===== src/hw/rtl/mm_pkg.sv =====
`default_nettype none
// ----------------------------------------------------------------------------
// mm_pkg: shared types for the 4x4 fixed-point matrix multiplier
// Beat layouts of both channels, the control tag that travels with the
// multiply-accumulate pipeline, and the sequencer states.
// ----------------------------------------------------------------------------
package mm_pkg;

    localparam int ELEM_W = 32;
    localparam int IDX_FIELD_W = 2;

    typedef struct packed {
        logic signed [ELEM_W-1:0]  element_value;
        logic                      matrix_select;
        logic [IDX_FIELD_W-1:0]    row_index;
        logic [IDX_FIELD_W-1:0]    column_index;
        logic                      start_multiply;
    } in_beat_t;

    typedef struct packed {
        logic signed [ELEM_W-1:0]  product_value;
        logic [IDX_FIELD_W-1:0]    out_row;
        logic [IDX_FIELD_W-1:0]    out_column;
        logic                      last_entry;
        logic                      saturated;
    } out_beat_t;

    // Tag for one operand pair on its way through read, multiply and add.
    typedef struct packed {
        logic valid;
        logic first;
        logic last;
    } mm_ctl_t;

    typedef enum logic [1:0] {
        MM_IDLE,
        MM_ISSUE,
        MM_WAIT
    } mm_state_t;

endpackage
`default_nettype wire


===== src/hw/rtl/mm_store.sv =====
`default_nettype none
// ----------------------------------------------------------------------------
// mm_store: operand matrix storage
// One write port and one read port with a registered read. A valid bit per
// entry makes entries that were never written since reset read as zero.
// ----------------------------------------------------------------------------
module mm_store #(
    parameter int DEPTH = 16,
    parameter int DATA_WIDTH = 32
) (
    input  wire logic                          clk,
    input  wire logic                          rst_n,
    input  wire logic                          wr_en,
    input  wire logic [$clog2(DEPTH)-1:0]      wr_addr,
    input  wire logic [DATA_WIDTH-1:0]         wr_data,
    input  wire logic [$clog2(DEPTH)-1:0]      rd_addr,
    output logic signed [DATA_WIDTH-1:0]       rd_data
);

    logic [DATA_WIDTH-1:0] mem_reg [DEPTH];
    logic [DEPTH-1:0]      valid_reg;
    logic [DATA_WIDTH-1:0] rd_data_reg;
    logic                  rd_hit_reg;

    always_ff @(posedge clk)
    begin
        if (wr_en)
        begin
            mem_reg[wr_addr] <= wr_data;
        end
        rd_data_reg <= mem_reg[rd_addr];
    end

    always_ff @(posedge clk or negedge rst_n)
    begin
        if (!rst_n)
        begin
            valid_reg  <= '0;
            rd_hit_reg <= 1'b0;
        end
        else
        begin
            if (wr_en)
            begin
                valid_reg[wr_addr] <= 1'b1;
            end
            rd_hit_reg <= valid_reg[rd_addr];
        end
    end

    assign rd_data = rd_hit_reg ? $signed(rd_data_reg) : '0;

endmodule
`default_nettype wire


===== src/hw/rtl/mm_mac.sv =====
`default_nettype none
// ----------------------------------------------------------------------------
// mm_mac: multiply-accumulate unit
// Multiplies the operand pair read from the stores, accumulates one product
// entry exactly, then rescales it to the output format with saturation.
// ----------------------------------------------------------------------------
module mm_mac #(
    parameter int DIM = 4,
    parameter int DATA_WIDTH = 32,
    parameter int FRAC_BITS = 16
) (
    input  wire logic                          clk,
    input  wire logic                          rst_n,
    input  wire mm_pkg::mm_ctl_t               issue,
    input  wire logic signed [DATA_WIDTH-1:0]  left_data,
    input  wire logic signed [DATA_WIDTH-1:0]  right_data,
    input  wire logic                          done_clear,
    output logic                               done,
    output logic [DATA_WIDTH-1:0]              value,
    output logic                               sat
);

    localparam int PROD_W = 2 * DATA_WIDTH;
    localparam int ACC_W = PROD_W + $clog2(DIM) + 1;
    localparam logic [DATA_WIDTH-1:0] MAX_V = {1'b0, {(DATA_WIDTH-1){1'b1}}};
    localparam logic [DATA_WIDTH-1:0] MIN_V = {1'b1, {(DATA_WIDTH-1){1'b0}}};

    mm_pkg::mm_ctl_t            s1_reg;
    mm_pkg::mm_ctl_t            s2_reg;
    logic signed [PROD_W-1:0]   prod_reg;
    logic signed [PROD_W-1:0]   prod_next;
    logic signed [ACC_W-1:0]    acc_reg;
    logic signed [ACC_W-1:0]    acc_next;
    logic                       done_reg;
    logic                       done_next;
    logic signed [ACC_W-1:0]    shifted;
    logic [ACC_W-DATA_WIDTH:0]  top_bits;
    logic                       fits;

    // The stores register their read data, so the tag passes through s1_reg
    // to line up with the operands.
    always_ff @(posedge clk or negedge rst_n)
    begin
        if (!rst_n)
        begin
            s1_reg   <= '0;
            s2_reg   <= '0;
            done_reg <= 1'b0;
        end
        else
        begin
            s1_reg   <= issue;
            s2_reg   <= s1_reg;
            done_reg <= done_next;
        end
    end

    assign prod_next = left_data * right_data;

    always_comb
    begin
        acc_next = acc_reg;
        if (s2_reg.valid)
        begin
            if (s2_reg.first)
            begin
                acc_next = ACC_W'(prod_reg);
            end
            else
            begin
                acc_next = acc_reg + ACC_W'(prod_reg);
            end
        end
    end

    always_comb
    begin
        done_next = done_reg;
        if (done_clear)
        begin
            done_next = 1'b0;
        end
        if (s2_reg.valid && s2_reg.last)
        begin
            done_next = 1'b1;
        end
    end

    always_ff @(posedge clk)
    begin
        if (s1_reg.valid)
        begin
            prod_reg <= prod_next;
        end
        acc_reg <= acc_next;
    end

    // Arithmetic shift floors toward minus infinity; the entry fits when all
    // bits from the output sign bit upward agree.
    assign shifted  = acc_reg >>> FRAC_BITS;
    assign top_bits = shifted[ACC_W-1:DATA_WIDTH-1];
    assign fits     = (&top_bits) | (~|top_bits);

    assign done  = done_reg;
    assign sat   = ~fits;
    assign value = fits ? shifted[DATA_WIDTH-1:0] : (shifted[ACC_W-1] ? MIN_V : MAX_V);

endmodule
`default_nettype wire


===== src/hw/rtl/matrix_multiply_4x4.sv =====
`default_nettype none
// ----------------------------------------------------------------------------
// matrix_multiply_4x4: fixed-point DIM x DIM matrix multiplier
// Loads two operand matrices element by element and streams out their
// product in row-major order.
// ----------------------------------------------------------------------------
// A load beat is taken every cycle while the block is idle, and a beat with
// start_multiply set is stored before the product begins. The product entries
// are then computed one at a time by a single multiply-accumulate unit fed by
// the two operand memories, one operand pair per cycle: each entry issues DIM
// operand pairs, then waits while they pass the memory read, multiply and
// accumulate registers and while the output side stalls. No load beat is
// taken while the product runs. Entries are the exact sum of DIM products
// shifted right by FRAC_BITS (rounding toward minus infinity) and saturated
// to DATA_WIDTH bits. Both matrices read as zero after reset until written.
// ----------------------------------------------------------------------------
module matrix_multiply_4x4 #(
    parameter int DIM = 4,
    parameter int DATA_WIDTH = 32,
    parameter int FRAC_BITS = 16
) (
    input  wire logic              clk,
    input  wire logic              rst_n,
    input  wire logic              item_valid,
    output logic                   item_stall,
    input  wire mm_pkg::in_beat_t  item_data,
    output logic                   result_valid,
    input  wire logic              result_stall,
    output mm_pkg::out_beat_t      result_data
);

    localparam int IDX_W = $clog2(DIM);
    localparam int CELLS = DIM * DIM;
    localparam int ADDR_W = $clog2(CELLS);
    localparam logic [IDX_W-1:0] LAST_IDX = IDX_W'(DIM - 1);
    localparam logic [3:0] DIM_L = 4'(DIM);

    mm_pkg::mm_state_t  state_reg;
    mm_pkg::mm_state_t  state_next;
    logic [IDX_W-1:0]   r_reg;
    logic [IDX_W-1:0]   r_next;
    logic [IDX_W-1:0]   c_reg;
    logic [IDX_W-1:0]   c_next;
    logic [IDX_W-1:0]   k_reg;
    logic [IDX_W-1:0]   k_next;
    mm_pkg::mm_ctl_t    issue;
    logic               load;

    logic               accept;
    logic               in_range;
    logic [ADDR_W-1:0]  wr_addr;
    logic [ADDR_W-1:0]  left_addr;
    logic [ADDR_W-1:0]  right_addr;
    logic signed [DATA_WIDTH-1:0] left_data;
    logic signed [DATA_WIDTH-1:0] right_data;

    logic                   mac_done;
    logic [DATA_WIDTH-1:0]  mac_value;
    logic                   mac_sat;

    logic                   result_valid_reg;
    logic                   result_valid_next;
    mm_pkg::out_beat_t      result_reg;
    mm_pkg::out_beat_t      result_next;
    logic                   out_free;

    assign item_stall = (state_reg != mm_pkg::MM_IDLE);
    assign accept     = item_valid && !item_stall;

    // Writes with a row or column outside the matrix are dropped.
    assign in_range = ({2'b00, item_data.row_index} < DIM_L)
                   && ({2'b00, item_data.column_index} < DIM_L);
    assign wr_addr  = ADDR_W'(item_data.row_index) * ADDR_W'(DIM)
                    + ADDR_W'(item_data.column_index);

    assign left_addr  = ADDR_W'(r_reg) * ADDR_W'(DIM) + ADDR_W'(k_reg);
    assign right_addr = ADDR_W'(k_reg) * ADDR_W'(DIM) + ADDR_W'(c_reg);

    mm_store #(
        .DEPTH      (CELLS),
        .DATA_WIDTH (DATA_WIDTH)
    ) u_left (
        .clk     (clk),
        .rst_n   (rst_n),
        .wr_en   (accept && in_range && !item_data.matrix_select),
        .wr_addr (wr_addr),
        .wr_data (item_data.element_value[DATA_WIDTH-1:0]),
        .rd_addr (left_addr),
        .rd_data (left_data)
    );

    mm_store #(
        .DEPTH      (CELLS),
        .DATA_WIDTH (DATA_WIDTH)
    ) u_right (
        .clk     (clk),
        .rst_n   (rst_n),
        .wr_en   (accept && in_range && item_data.matrix_select),
        .wr_addr (wr_addr),
        .wr_data (item_data.element_value[DATA_WIDTH-1:0]),
        .rd_addr (right_addr),
        .rd_data (right_data)
    );

    mm_mac #(
        .DIM        (DIM),
        .DATA_WIDTH (DATA_WIDTH),
        .FRAC_BITS  (FRAC_BITS)
    ) u_mac (
        .clk        (clk),
        .rst_n      (rst_n),
        .issue      (issue),
        .left_data  (left_data),
        .right_data (right_data),
        .done_clear (load),
        .done       (mac_done),
        .value      (mac_value),
        .sat        (mac_sat)
    );

    assign out_free = !result_valid_reg || !result_stall;

    always_ff @(posedge clk or negedge rst_n)
    begin
        if (!rst_n)
        begin
            state_reg        <= mm_pkg::MM_IDLE;
            r_reg            <= '0;
            c_reg            <= '0;
            k_reg            <= '0;
            result_valid_reg <= 1'b0;
        end
        else
        begin
            state_reg        <= state_next;
            r_reg            <= r_next;
            c_reg            <= c_next;
            k_reg            <= k_next;
            result_valid_reg <= result_valid_next;
        end
    end

    always_ff @(posedge clk)
    begin
        result_reg <= result_next;
    end

    always_comb
    begin
        state_next = state_reg;
        r_next     = r_reg;
        c_next     = c_reg;
        k_next     = k_reg;
        issue      = '0;
        load       = 1'b0;
        case (state_reg)
            mm_pkg::MM_IDLE:
            begin
                if (accept && item_data.start_multiply)
                begin
                    state_next = mm_pkg::MM_ISSUE;
                    r_next     = '0;
                    c_next     = '0;
                    k_next     = '0;
                end
            end
            mm_pkg::MM_ISSUE:
            begin
                issue.valid = 1'b1;
                issue.first = (k_reg == '0);
                issue.last  = (k_reg == LAST_IDX);
                if (k_reg == LAST_IDX)
                begin
                    k_next     = '0;
                    state_next = mm_pkg::MM_WAIT;
                end
                else
                begin
                    k_next = k_reg + 1'b1;
                end
            end
            mm_pkg::MM_WAIT:
            begin
                if (mac_done && out_free)
                begin
                    load = 1'b1;
                    if (r_reg == LAST_IDX && c_reg == LAST_IDX)
                    begin
                        state_next = mm_pkg::MM_IDLE;
                    end
                    else
                    begin
                        state_next = mm_pkg::MM_ISSUE;
                        if (c_reg == LAST_IDX)
                        begin
                            c_next = '0;
                            r_next = r_reg + 1'b1;
                        end
                        else
                        begin
                            c_next = c_reg + 1'b1;
                        end
                    end
                end
            end
            default:
            begin
                state_next = mm_pkg::MM_IDLE;
            end
        endcase
    end

    always_comb
    begin
        result_valid_next = result_valid_reg && result_stall;
        result_next       = result_reg;
        if (load)
        begin
            result_valid_next         = 1'b1;
            result_next.product_value = mm_pkg::ELEM_W'($signed(mac_value));
            result_next.out_row       = mm_pkg::IDX_FIELD_W'(r_reg);
            result_next.out_column    = mm_pkg::IDX_FIELD_W'(c_reg);
            result_next.last_entry    = (r_reg == LAST_IDX) && (c_reg == LAST_IDX);
            result_next.saturated     = mac_sat;
        end
    end

    assign result_valid = result_valid_reg;
    assign result_data  = result_reg;

endmodule
`default_nettype wire


===== config.mk =====
export PLATFORM = sky130hd
export DESIGN_NAME = matrix_multiply_4x4
export DESIGN_NICKNAME = d
export VERILOG_FILES = /design/src/hw/rtl/mm_pkg.sv /design/src/hw/rtl/mm_store.sv /design/src/hw/rtl/mm_mac.sv /design/src/hw/rtl/matrix_multiply_4x4.sv
export SDC_FILE = /design/constraint.sdc
export NUM_CORES = 2
export LEC_CHECK = 0
export BUFFER_PORTS_ARGS = -buffer_cell sky130_fd_sc_hd__buf_2
export CAP_MARGIN = 10
export CORE_MARGIN = 5
export CORE_UTILIZATION = 43
export DETAILED_ROUTE_END_ITERATION = 6
export SYNTH_ARGS = -nofsm -noshare
export SYNTH_HDL_FRONTEND = slang
export SYNTH_HIERARCHICAL = 1
export SYNTH_SLANG_ARGS = --single-unit

===== constraint.sdc =====
create_clock -name clk -period 7.67 [get_ports clk]
set_input_delay 0.767 -clock clk [delete_from_list [all_inputs] [get_ports clk]]
set_output_delay 0.767 -clock clk [all_outputs]
set_load 0.005 [all_outputs]

==> impl_metrics.env <==
export IMPL_status="finished with violations"
export IMPL_failed_checks="setup timing"
export IMPL_grt_pass1_vias=56900
export IMPL_power_density_cell_area_nw_per_um2=366
export IMPL_fp_dieH_um=464
export IMPL_route_detailed_wl_per_inst_um=22.1
export IMPL_cp_start_kind="flip-flop"
export IMPL_clkPwrFrac_pct=17.4
export IMPL_total_count_of_max_transition_violations_in_the_final_report=0
export IMPL_floorplan_die_width_um=464
export IMPL_globalplace_congestion=0.879
export IMPL_max_stage_delay_ps=580
export IMPL_setup_worst_path_end_class="flip-flop"
export IMPL_yosysWarningCount=6
export IMPL_timing_critical_path_max_delay_family="adder cells"
export IMPL_synth_edf_count=1193
export IMPL_number_of_cells_on_the_worst_reg_to_reg_path=28
export IMPL_finClkSkew_ps=73.3
export IMPL_post_route_min_period_ps=7820
export IMPL_report_power_total_mw=36.8
export IMPL_p_sw_share_pct=40.8
export IMPL_numPortBuffers=81
export IMPL_clock_latency_ps=780
export IMPL_wire_length_of_the_first_global_routing_pass_mm=341
export IMPL_cts_reportedPaths_clkPinSlew_ps=70
export IMPL_crit_path_top_delay_cell="fa_1"
export IMPL_dp_final_hpwl_mm=156
export IMPL_drt_pass1_iterations=5
export IMPL_irDropWorstVdd_mv=0.289
export IMPL_io_pin_count=82
export IMPL_rrSetupSlack_ps=-150
export IMPL_finalInstanceArea_um2=101000
export IMPL_viasPerCell=5.31
export IMPL_clock_tree_buffer_depth=3
export IMPL_grt_max_degree=66
export IMPL_power_static_leakage_nw=40.7
export IMPL_arrival_ps=8350
export IMPL_cts_root_buffer="clkbuf_16"
export IMPL_reg_to_reg_end="u_mac/prod_reg[63]"
export IMPL_tritoncts="yes"
export IMPL_area_growth_syn_to_layout_pct=13.6
export IMPL_relSlewSlack_pct=29.3
export IMPL_layout_commonest_cell="edfxtp_1"
export IMPL_post_route_drc_count=0
export IMPL_cts_made_buffers=136
export IMPL_place_area_um2=95300
export IMPL_post_route_cells_drive_above_1_share_pct=17.6
export IMPL_internal_cell_power_mw=21.8
export IMPL_max_slew_worst_pin_slew_ps=1060
export IMPL_synth_seq_cells=1307
export IMPL_finalSetupViolCount=8
export IMPL_grt_ovfl_total=0
export IMPL_grt_setup_unrepaired="true"
export IMPL_asyncSetResetFlopFracSynth_pct=3.83
export IMPL_critical_path_peak_fanout=20
export IMPL_cap_violations=0
export IMPL_postSynthAreaPerCell_um2=13.2
export IMPL_post_synth_inst_count=6720
export IMPL_final_hold_worst_slack_ps=137
export IMPL_routed_via_count=52400
export IMPL_final_nets=8434
export IMPL_grt_antenna_before_repair=8
export IMPL_worst_slack_ps=-148
export IMPL_drt_first_iter_violations=3644
export IMPL_crit_top_cell="fa_1"
export IMPL_fin_setup_tns_ps=-762
export IMPL_worstReg2RegStart="u_left/rd_hit_reg"
export IMPL_sequentialPowerShare_pct=26.8
export IMPL_most_common_layout_cells="edfxtp_1, fa_1, inv_1, nand2_1, and2_1"
export IMPL_crit_path_buf_inv_count=7
export IMPL_mappedNetlistNets=8099
export IMPL_hp_class="input port to async pin"
export IMPL_tritoncts_num_sinks=1307
export IMPL_total_wirelength_mm=218
export IMPL_synth_main_ff_cell="edfxtp_1"
export IMPL_min_period_over_period_pct=102
export IMPL_route_antenna_remaining_nets=0
export IMPL_cp_data_required_time_ps=8200
export IMPL_die_area_um2=215000
export IMPL_synth_yosys_seq_area_share_pct=43.3
export IMPL_h_tree_depth=4
export IMPL_power_net_switching_mw=15.0
export IMPL_maxClockFrequency_mhz=128
export IMPL_synthDistinctLibCells=103
export IMPL_core_area_um2=205000
export IMPL_num_rows=166
export IMPL_p_comb_share_pct=55.8
export IMPL_effective_utilization_at_floorplan_pct=43.2
export IMPL_timing_worst_setup_path_type="flip-flop to flip-flop"
export IMPL_synthesis_area_um2=88500
export IMPL_grt_usage_pct=20.5
export IMPL_hold_violations=0
layout make-up:
cell class | count | area, µm²
sequential | 1307 | 38400
clock inverter | 66 | 716
tap | 2688 | 3360
fill | 17600 | 104000
timing repair buffer | 538 | 4810
clock buffer | 178 | 3660
antenna | 12 | 30.0
multi-input combinational | 4024 | 45600
inverter | 1048 | 3940
how the worst max path moves through the flow:
stage / end / slack, ps / cells after the start / from
detailed placement: u_mac/prod_reg[62] / -330 / 28 / u_left/rd_hit_reg
global route: u_mac/prod_reg[60] / -430 / 27 / u_left/rd_hit_reg
floorplan: u_mac/prod_reg[63] / -130 / 25 / u_left/rd_hit_reg
finish: u_mac/prod_reg[63] / -150 / 28 / u_left/rd_hit_reg
global placement: u_mac/prod_reg[62] / -270 / 28 / u_left/rd_hit_reg
CTS: u_mac/prod_reg[63] / -90 / 24 / u_left/rd_hit_reg
cell usage after synthesis, types with 10 or more instances:
cell / number / area [µm²]
and2_1: 598 / 3740
or2_2: 33 / 206
o21ai_1: 11 / 55.1
nor4_1: 10 / 62.6
a22oi_1: 134 / 1010
and3_1: 12 / 75.1
nand3_1: 33 / 165
inv_1: 1045 / 3920
a21o_1: 67 / 503
buf_6: 14 / 158
nand2_1: 679 / 2550
nand2b_1: 28 / 175
o31ai_1: 10 / 75.1
a31oi_1: 13 / 81.3
nor3_1: 24 / 120
nor2b_1: 20 / 125
xor2_1: 44 / 385
nand4_1: 32 / 200
fa_1: 1083 / 21700
dfxtp_1: 64 / 1280
dfrtp_1: 50 / 1250
ha_1: 254 / 3180
buf_2: 38 / 190
nor2_1: 123 / 462
o21bai_1: 23 / 173
o21a_1: 11 / 82.6
edfxtp_1: 1193 / 35800
o21ai_0: 155 / 776
a21oi_1: 140 / 701
mux4_2: 260 / 5860
xnor2_1: 84 / 736
clkbuf_1: 276 / 1040
a211oi_1: 14 / 105
power by group through the flow:
stage          logic (mW)  registers [mW]  clock network (mW)
5_1_grt              22.8            9.94                6.85
3_3_place_gp         19.5            9.98                   0
3_5_place_dp         19.8            10.0                   0
6_report             20.5            9.85                6.39
4_1_cts              20.2            9.86                6.54
2_1_floorplan        13.1            9.62                   0
stage by stage:
stage                     util (%)  setup slack, ps  std cells
after floorplan                  -             -127       6720
after global placement        46.5             -270       9588
after detailed placement      46.5             -330       9588
after CTS                     48.9            -94.8       9842
after global routing          49.1             -426       9849
final                         49.1             -148       9861
metal layers:
metal	track usage (%)	vias up	part of all wire, %
met5	0	-	0.0060
met4	3.80	2	1.7
met3	3.44	242	6.7
met2	34.0	1593	48
met1	28.8	27500	43
li1	-	23100	-
worst register-to-register path: cells and delay by family (launching register included):
kind,cells,cell delay [ps]
and+or+nand+nor,6,950
AOI/OAI and AO/OA,5,860
adders and majority gates,9,4410
DFF,1,400
buffers and inverters,7,850
xor gates and xnor gates,1,130
cell families (layout without fill, tap and decap cells):
| group | after synthesis | after routing | share of synthesized area (%) |
|---|---|---|---|
| muxes | 275 | 275 | 6.87 |
| xor gates and xnor gates | 128 | 128 | 1.27 |
| other | 0 | 12 | 0 |
| AOI/OAI and AO/OA | 656 | 656 | 4.98 |
| and+or+nand+nor | 1627 | 1628 | 9.26 |
| buffers and inverters | 1390 | 1830 | 6.19 |
| adders and majority gates | 1337 | 1337 | 28.1 |
| DFF | 1307 | 1307 | 43.3 |
repair_timing:
item                       4_1_cts  5_1_grt
hold buffers                     0        0
cloned                           1        1
gates resized for setup         55       85
setup endpoints to repair       23       32
pin swaps                       15       12
buffers inserted                 9        6
(Power assumes the default switching activity.)
